$ cat src/rtl/core/mfr_pkg.sv
// Shared types, constants and helpers for the frame receiver.
package mfr_pkg;

  // Default sizes
  localparam int BUFFER_BYTES_DEF = 256;
  localparam int REGION_BYTES_DEF = 256;
  localparam int REGIONS_DEF      = 4;

  // CRC-16, reflected
  localparam logic [15:0] CRC_POLY  = 16'hA001;
  localparam logic [15:0] CRC_INIT  = 16'hFFFF;
  localparam int          CRC_STEPS = 8;

  // Frame layout: address, function, length low, length high, payload, crc low, crc high
  localparam logic [7:0] FUNC_READ      = 8'h03;
  localparam int         HDR_BYTES      = 4;
  localparam int         FRAME_OVERHEAD = 6;
  localparam logic [9:0] OFFSET_LIMIT   = 10'd1000;

  // Request kinds that select a region
  localparam logic [7:0] KIND_REGION0 = 8'h01;
  localparam logic [7:0] KIND_REGION1 = 8'h03;
  localparam logic [7:0] KIND_REGION2 = 8'h04;
  localparam logic [7:0] KIND_REGION3 = 8'h07;

  // Configuration register indexes
  localparam logic [1:0] CFG_DEVICE_ADDRESS = 2'd0;
  localparam logic [1:0] CFG_REQUEST_KIND   = 2'd1;
  localparam logic [1:0] CFG_REQUEST_OFFSET = 2'd2;

  localparam logic [7:0] DEVICE_ADDRESS_RST = 8'h01;
  localparam logic [7:0] REQUEST_KIND_RST   = 8'h01;
  localparam logic [9:0] REQUEST_OFFSET_RST = 10'd0;

  // Result status codes
  localparam logic [2:0] STAT_IDLE      = 3'd0;
  localparam logic [2:0] STAT_STORED    = 3'd1;
  localparam logic [2:0] STAT_CRC_ERR   = 3'd2;
  localparam logic [2:0] STAT_OTHER_FN  = 3'd3;
  localparam logic [2:0] STAT_OVERFLOW  = 3'd4;
  localparam logic [2:0] STAT_NO_REGION = 3'd5;

  // Request to the shared CRC shift unit
  typedef struct packed {
    logic        start;
    logic [15:0] seed;
    logic [7:0]  data;
  } crc_req_t;

  typedef struct packed {
    logic       hit;
    logic [1:0] idx;
  } region_sel_t;

  function automatic region_sel_t kind_to_region(logic [7:0] kind);
    region_sel_t sel;
    sel.hit = 1'b1;
    sel.idx = 2'd0;
    unique case (kind)
      KIND_REGION0: sel.idx = 2'd0;
      KIND_REGION1: sel.idx = 2'd1;
      KIND_REGION2: sel.idx = 2'd2;
      KIND_REGION3: sel.idx = 2'd3;
      default:      sel.hit = 1'b0;
    endcase
    return sel;
  endfunction

endpackage

$ cat src/rtl/core/mfr_crc_unit.sv
// Bit-serial CRC-16 unit: folds one byte into the CRC, one bit a cycle.
module mfr_crc_unit (
  input  logic              clk_i,
  input  logic              rst_ni,
  input  mfr_pkg::crc_req_t req_i,
  output logic [15:0]       crc_o,
  output logic              done_o
);

  localparam int CW = $clog2(mfr_pkg::CRC_STEPS);

  logic          busy_q, busy_d;
  logic          done_q, done_d;
  logic [CW-1:0] cnt_q, cnt_d;
  logic [15:0]   crc_q, crc_d;

  always_comb begin
    busy_d = busy_q;
    done_d = 1'b0;
    cnt_d  = cnt_q;
    crc_d  = crc_q;
    if (req_i.start) begin
      busy_d = 1'b1;
      cnt_d  = '0;
      crc_d  = req_i.seed ^ {8'h00, req_i.data};
    end else if (busy_q) begin
      // shift out one bit, fold the polynomial on a set LSB
      crc_d = crc_q[0] ? ((crc_q >> 1) ^ mfr_pkg::CRC_POLY) : (crc_q >> 1);
      cnt_d = cnt_q + CW'(1);
      if (cnt_q == CW'(mfr_pkg::CRC_STEPS - 1)) begin
        busy_d = 1'b0;
        done_d = 1'b1;
      end
    end
  end

  always_ff @(posedge clk_i or negedge rst_ni) begin
    if (!rst_ni) begin
      busy_q <= 1'b0;
      done_q <= 1'b0;
      cnt_q  <= '0;
    end else begin
      busy_q <= busy_d;
      done_q <= done_d;
      cnt_q  <= cnt_d;
    end
  end

  always_ff @(posedge clk_i) begin
    crc_q <= crc_d;
  end

  assign crc_o  = crc_q;
  assign done_o = done_q;

endmodule
$ cat config.mk
export PLATFORM = sky130hd
export DESIGN_NAME = mfr_crc_unit
export DESIGN_NICKNAME = d
export VERILOG_FILES = /design/src/rtl/core/mfr_pkg.sv /design/src/rtl/core/mfr_crc_unit.sv
export SDC_FILE = /design/constraint.sdc
export NUM_CORES = 1
export LEC_CHECK = 0
export ABC_AREA = 1
export BUFFER_PORTS_ARGS = -buffer_cell sky130_fd_sc_hd__buf_4
export CAP_MARGIN = 20
export CORE_ASPECT_RATIO = 1.4
export CORE_MARGIN = 2
export CORE_UTILIZATION = 47
export CTS_CLUSTER_DIAMETER = 120
export CTS_CLUSTER_SIZE = 20
export DETAILED_ROUTE_END_ITERATION = 16
export PLACE_DENSITY = 0.9
export REMOVE_ABC_BUFFERS = 1
export SETUP_SLACK_MARGIN = 0.1
export SYNTH_ARGS = -nofsm -noshare
export SYNTH_HDL_FRONTEND = slang
export SYNTH_SLANG_ARGS = --single-unit
export TNS_END_PERCENT = 5
$ cat constraint.sdc
create_clock -name clk_i -period 1.5 [get_ports clk_i]
set_clock_uncertainty 0.1 [all_clocks]
set_input_delay 0.075 -clock clk_i [delete_from_list [all_inputs] [get_ports clk_i]]
set_output_delay 0.075 -clock clk_i [all_outputs]
set_load 0.005 [all_outputs]
==> results of run 1 <==
[power breakdown]
group          total, uW  switching, uW  internal [uW]
Clock                267            168           99.1
Sequential           732           38.7            693
Combinational        277            116            161
[state kept, by name, summed over array words and instances, names as in the netlist]
| register | flops |
|---|---|
| crc_o | 16 |
| busy_q | 1 |
| done_o | 1 |
| cnt_q | 3 |
[worst max-delay path: stages]
cell and delay, ps:
dlygate4sd3_1 540, buf_4 180, nor2_4 180, clkinvlp_4 120
buf_12 160
[routing by layer]
| layer | up-vias | share of wire (%) | wire (um) |
|---|---|---|---|
| met1 | 467 | 37 | 934 |
| met3 | 8 | 3.9 | 99 |
| met2 | 36 | 57 | 1440 |
| met4 | 0 | 2.4 | 61 |
| met5 | - | 0 | 0 |
| li1 | 507 | - | - |
[worst min path at each step]
stage                   from                    to  slack (ps)
floorplan             rst_ni      busy_q$_DFF_PN0_        -320
global placement      rst_ni      done_o$_DFF_PN0_        -220
detailed placement    rst_ni  cnt_q[1]$_DFFE_PN0P_        -220
CTS                 req_i[7]    crc_o[7]$_DFFE_PP_          40
global route        req_i[1]    crc_o[1]$_DFFE_PP_          50
finish              req_i[1]    crc_o[1]$_DFFE_PP_          40
[stage by stage]
stage / cells / power [uW] / cell area (um2)
after global placement: 190 / 984 / 1400
after floorplan: 124 / 826 / 1050
after detailed placement: 190 / 999 / 1400
final: 206 / 1280 / 1570
after CTS: 206 / 1280 / 1570
after global routing: 206 / 1340 / 1570
[logic make-up after synthesis]
| logic type | after synthesis | synth area share [%] |
|---|---|---|
| buf+inv | 24 | 10.4 |
| compound gates | 3 | 1.39 |
| simple gates | 77 | 29.8 |
| flops | 21 | 56.1 |
| fa+ha+maj | 2 | 2.32 |
[cell type report]
type	instances	area [um2]
Sequential cell	21	606
Fill cell	167	612
Multi-Input combinational cell	82	362
Tap cell	22	27.5
Clock inverter	1	5.00
Clock buffer	3	22.5
Inverter	21	82.6
Timing Repair Buffer	56	460
[layout by cell type, fill, tap and decap left out, drive strengths merged]
cell type and count:
buf 45, o21ai 2, dfrtp 5, nand2 63
nand3 12, nor2 2, a21oi 1, ha 2
inv 20, clkbuf 3, edfxtp 16, dlygate4sd3 11
clkinvlp 1, clkinv 1
[timing repair]
| action | 4_1_cts | 5_1_grt |
|---|---|---|
| hold buffers | 11 | 0 |
| gates resized for setup | 1 | 0 |
| hold endpoints to repair | 14 | 0 |
| endpoints found under the setup margin | 16 | 0 |
| buffers inserted | 1 | 0 |
==> results.sh, run 1 <==
export IMPL_use_met1_pct=22.4
export IMPL_cp_start_kind="primary input"
export IMPL_critPathCaptureType="flip-flop"
export IMPL_synth_edf_count=16
export IMPL_drive_above_1_share_pct=29.3
export IMPL_gp_congestion=0.713
export IMPL_period_share_pct=86.3
export IMPL_grt_start_max_net_pins=20
export IMPL_root_buffer="clkbuf_4"
export IMPL_synth_seq_cells=21
export IMPL_io_buffers=43
export IMPL_slew_headroom_pct=78.9
export IMPL_synth_commonest_cells="63 x nand2_1, 20 x inv_1, 16 x edfxtp_1, 10 x nand3_1, 5 x dfrtp_1"
export IMPL_diodes=0
export IMPL_crit_type="primary input to flip-flop"
export IMPL_hold_violations=0
export IMPL_synth_seq_area_share_pct=56.1
export IMPL_synth_distinct_cells=14
export IMPL_finalSetupTns_ps=0
export IMPL_vias=1018
export IMPL_antenna_found_initial=0
export IMPL_synth_area_leaders="edfxtp_1 44%, nand2_1 22%, dfrtp_1 12%, inv_1 7.0%, nand3_1 4.6%"
export IMPL_place_hpwl_um=1910
export IMPL_reg2reg_to="cnt_q[2]$_DFFE_PN0P_"
export IMPL_synth_async_reset_ratio_pct=23.8
export IMPL_cts_tree="built"
export IMPL_vias_per_cell=4.94
export IMPL_ys_flop_type="edfxtp_1"
export IMPL_antenna_left=0
export IMPL_place_ws_ps=44.5
export IMPL_drt_total_wl_um=2530
export IMPL_cp_max_fo=16
export IMPL_layout_nets=214
export IMPL_period_needed_ps=1290
export IMPL_crit_required_ps=1470
export IMPL_numClockSinks=21
export IMPL_top_usage_layer="met2"
export IMPL_dr_pass1_iters=4
export IMPL_design_core_area_um2=2180
export IMPL_p_per_area_nw_per_um2=815
export IMPL_h_tree_depth=1
export IMPL_initialDrtViolationCount=28
export IMPL_vdd_drop_max_mv=0.523
export IMPL_yosysMostFrequentCell="nand2_1"
export IMPL_cts_clk_slew_worst_paths_ps=120
export IMPL_fin_ws_ps=205
export IMPL_max_freq_mhz=772
export IMPL_drv_slew=0
export IMPL_clk_latency_ps=290
export IMPL_clock_path_buffers=2
export IMPL_grt_use_total_pct=21.1
export IMPL_worstHoldPathCells=5
export IMPL_syn_inst=127
export IMPL_synthesis_area_um2=1080
export IMPL_fp_dieW_um=44.5
export IMPL_gr_total_overflow=0
export IMPL_max_cap_viol_count=0
export IMPL_reg2reg_slack_ps=230
export IMPL_grtUsageMet2_pct=40.6
export IMPL_drc=0
export IMPL_final_util_pct=71.9
export IMPL_r2r_cells=4
export IMPL_finalSetupViolations=0
export IMPL_wl_per_cell_um=12.3
export IMPL_syn_to_final_growth_pct=45.0
export IMPL_timing_hold_ws_ps=39.6
export IMPL_critPathLaunch="req_i[24]"
export IMPL_status="completed"
export IMPL_hp_class="primary input to flip-flop"
export IMPL_arrival_ps=1270
export IMPL_worst_pin_slew_ps=316
export IMPL_ios=44
export IMPL_die_h_um=60.7
export IMPL_syn_mean_instance_area_um2=8.50
export IMPL_synth_top_area_share_pct=44.5
export IMPL_grt_util_met3_pct=3.27
export IMPL_yosys_warnings=0
export IMPL_numCtsBuffers=3
export IMPL_num_rows=20
export IMPL_rsz0062_at_grt="false"
export IMPL_synth_area_leader_cell="edfxtp_1"
export IMPL_grt_pass1_vias=1047
export IMPL_grt_pass1_wl_um=4240
export IMPL_die_area_um2=2700
export IMPL_r2r_start="cnt_q[0]$_DFFE_PN0P_"
export IMPL_p_leak_uw=0.000855
export IMPL_initial_utilization_pct=49.6
export IMPL_worstSetupEndpoint="crc_o[9]$_DFFE_PP_"
Note: power is estimated with default switching activity, not from simulation.
==> inputs of run 2 (changes only) <==
--- a/config.mk
+++ b/config.mk
@@ -9,3 +9,2 @@
 export BUFFER_PORTS_ARGS = -buffer_cell sky130_fd_sc_hd__buf_4
-export CAP_MARGIN = 20
 export CORE_ASPECT_RATIO = 1.4
==> constraint.sdc (replaced) <==
create_clock -name clk_i -period 1.5 [get_ports clk_i]
set_clock_uncertainty 0.1 [all_clocks]
set_input_delay 0.225 -clock clk_i [delete_from_list [all_inputs] [get_ports clk_i]]
set_output_delay 0.225 -clock clk_i [all_outputs]
set_load 0.005 [all_outputs]
==> run 2 against run 1 <==
Net effect: critical path depth down 2; register-to-register slack worse by 30 ps; highest routed layer unchanged; fmax down 0.60%; worst hold slack better by 45 ps; core utilization down 4.9 points; setup slack worse by 7.9 ps; final cell count down 4.4%.
==> results.sh, run 2 (synthesis gave the netlist of run 1 again) <==
export IMPL_root_buffer="clkbuf_4"
export IMPL_h_tree_depth=1
export IMPL_cp_slowest_cell="dfrtp_1"
export IMPL_period_share_pct=86.8
export IMPL_timing_critical_path_buf_inv=2
export IMPL_rsz0062_at_grt="false"
export IMPL_period_needed_ps=1300
export IMPL_fp_dieW_um=44.5
export IMPL_syn_to_final_growth_pct=35.1
export IMPL_clkPwrFrac_pct=21.6
export IMPL_grt_start_max_net_pins=20
export IMPL_worstSetupEndpoint="crc_o[12]$_DFFE_PP_"
export IMPL_p_leak_uw=0.000809
export IMPL_final_common_cell="nand2_1"
export IMPL_gr_total_overflow=0
export IMPL_dp_cells=190
export IMPL_design_area_um2=1460
export IMPL_numClockSinks=21
export IMPL_ios=44
export IMPL_largest_register_ffs=16
export IMPL_clk_latency_ps=300
export IMPL_diodes=0
export IMPL_numCtsBuffers=3
export IMPL_path_depth=3
export IMPL_cp_start_kind="flip-flop"
export IMPL_arrival_ps=1270
export IMPL_hold_violations=0
export IMPL_stdcell_count=197
export IMPL_wl_per_cell_um=12.0
export IMPL_hp_class="primary input to flip-flop"
export IMPL_r2r_cells=3
export IMPL_switching_power_uw=316
export IMPL_p_per_area_nw_per_um2=861
export IMPL_max_cap_viol_count=0
export IMPL_crit_type="flip-flop to flip-flop"
export IMPL_drv_slew=0
export IMPL_drt_total_wl_um=2370
export IMPL_reg2reg_slack_ps=200
export IMPL_initialDrtViolationCount=25
export IMPL_drc=0
export IMPL_slowest_delay_ps=470
export IMPL_design_core_area_um2=2180
export IMPL_cp_max_fo=10
export IMPL_antenna_found_initial=0
export IMPL_critPathLaunch="busy_q$_DFF_PN0_"
export IMPL_num_rows=20
export IMPL_clock_path_buffers=2
export IMPL_io_buffers=43
export IMPL_path_cells="nor2_4 -> clkinvlp_4 -> buf_4"
export IMPL_finalSetupViolations=0
export IMPL_cts_clk_slew_worst_paths_ps=110
export IMPL_crit_family="flip-flops"
export IMPL_place_hpwl_um=1830
export IMPL_crit_required_ps=1470
export IMPL_r2r_start="busy_q$_DFF_PN0_"
export IMPL_cts_tree="built"
export IMPL_internal_power_uw=940
export IMPL_status="completed"
export IMPL_reg2reg_to="crc_o[12]$_DFFE_PP_"
export IMPL_die_area_um2=2700
export IMPL_initial_utilization_pct=49.6
export IMPL_max_freq_mhz=768
export IMPL_grt_pass1_wl_um=4100
export IMPL_p_seq_share_pct=58.3
export IMPL_grt_pass1_vias=998
export IMPL_dpl_cell_area_um2=1400
export IMPL_vias=971
export IMPL_final_util_pct=67.0
export IMPL_worst_pin_slew_ps=296
export IMPL_grt_use_total_pct=21.0
export IMPL_p_comb_share_pct=20.1
export IMPL_dr_pass1_iters=4
export IMPL_antenna_left=0
export IMPL_gp_congestion=0.727
export IMPL_timing_hold_ws_ps=85.0
export IMPL_finalSetupTns_ps=0
export IMPL_vdd_drop_max_mv=0.568
export IMPL_p_sw_share_pct=25.2
export IMPL_final_cell_mix="63 x nand2_1, 46 x buf_4, 19 x inv_1"
export IMPL_n_fill_cell=174
export IMPL_drive_above_1_share_pct=30.9
export IMPL_vias_per_cell=4.93
export IMPL_critPathCaptureType="flip-flop"
export IMPL_die_h_um=60.7
export IMPL_slew_headroom_pct=80.3
export IMPL_layout_nets=205
-- run 2: changes by cell type in the layout (fill, tap and decap cells not counted) --
| cell | before | now |
|---|---|---|
| buf_4 | 44 | 46 |
| buf_12 | 1 | 0 |
| clkinv_2 | 1 | 0 |
| dlygate4sd3_1 | 11 | 1 |
| clkbuf_1 | 0 | 1 |
-- run 2: power by group through the flow --
stage | Sequential [uW] | Clock [uW] | Combinational [uW]
detailed placement | 744 | 0 | 254
floorplan | 740 | 0 | 85.5
finish | 733 | 271 | 253
global route | 741 | 301 | 286
global placement | 743 | 0 | 241
CTS | 733 | 276 | 256
-- run 2: stage by stage --
| stage | power (uW) | worst slack [ps] |
|---|---|---|
| 2_1_floorplan | 826 | 235 |
| 3_3_place_gp | 984 | 126 |
| 3_5_place_dp | 997 | 53.6 |
| 4_1_cts | 1270 | 228 |
| 5_1_grt | 1330 | 148 |
| 6_report | 1260 | 197 |
-- run 2: worst register-to-register path: cells and delay by family (launching register included) --
family	cells	cell delay, ps
and+or+nand+nor	1	190
DFF	1	470
buffers and inverters	2	320
-- run 2: timing repair --
action	4_1_cts	5_1_grt
buffers inserted	2	0
endpoints found under the hold margin	5	0
setup endpoints to repair	16	0
gates resized for setup	1	0
hold buffers	1	0
-- run 2: worst min path at each step --
stage / startpoint / end / slack [ps] / depth (start not counted)
finish: req_i[16] / crc_o[8]$_DFFE_PP_ / 90 / 3
global route: req_i[22] / crc_o[14]$_DFFE_PP_ / 80 / 3
CTS: req_i[16] / crc_o[8]$_DFFE_PP_ / 80 / 3
detailed placement: rst_ni / done_o$_DFF_PN0_ / -70 / 1
global placement: rst_ni / done_o$_DFF_PN0_ / -70 / 1
floorplan: rst_ni / busy_q$_DFF_PN0_ / -170 / 0
-- run 2: final cells by class --
type / instances / area, um2 / share of cell area, %
sequential: 21 / 606 / 41.5
multi-input combinational: 82 / 362 / 24.8
timing repair buffer: 47 / 355 / 24.4
inverter: 21 / 82.6 / 5.66
tap: 22 / 27.5 / 1.89
clock buffer: 4 / 26.3 / 1.80
-- run 2: layer usage --
| layer | track usage [%] | share of wire (%) | vias to the layer above | wire, um |
|---|---|---|---|---|
| met5 | 0 | 0 | - | 0 |
| met4 | 10.8 | 1.8 | 0 | 42 |
| met3 | 2.98 | 5.6 | 5 | 134 |
| met2 | 38.5 | 54 | 35 | 1280 |
| met1 | 23.0 | 39 | 444 | 915 |
| li1 | - | - | 487 | - |
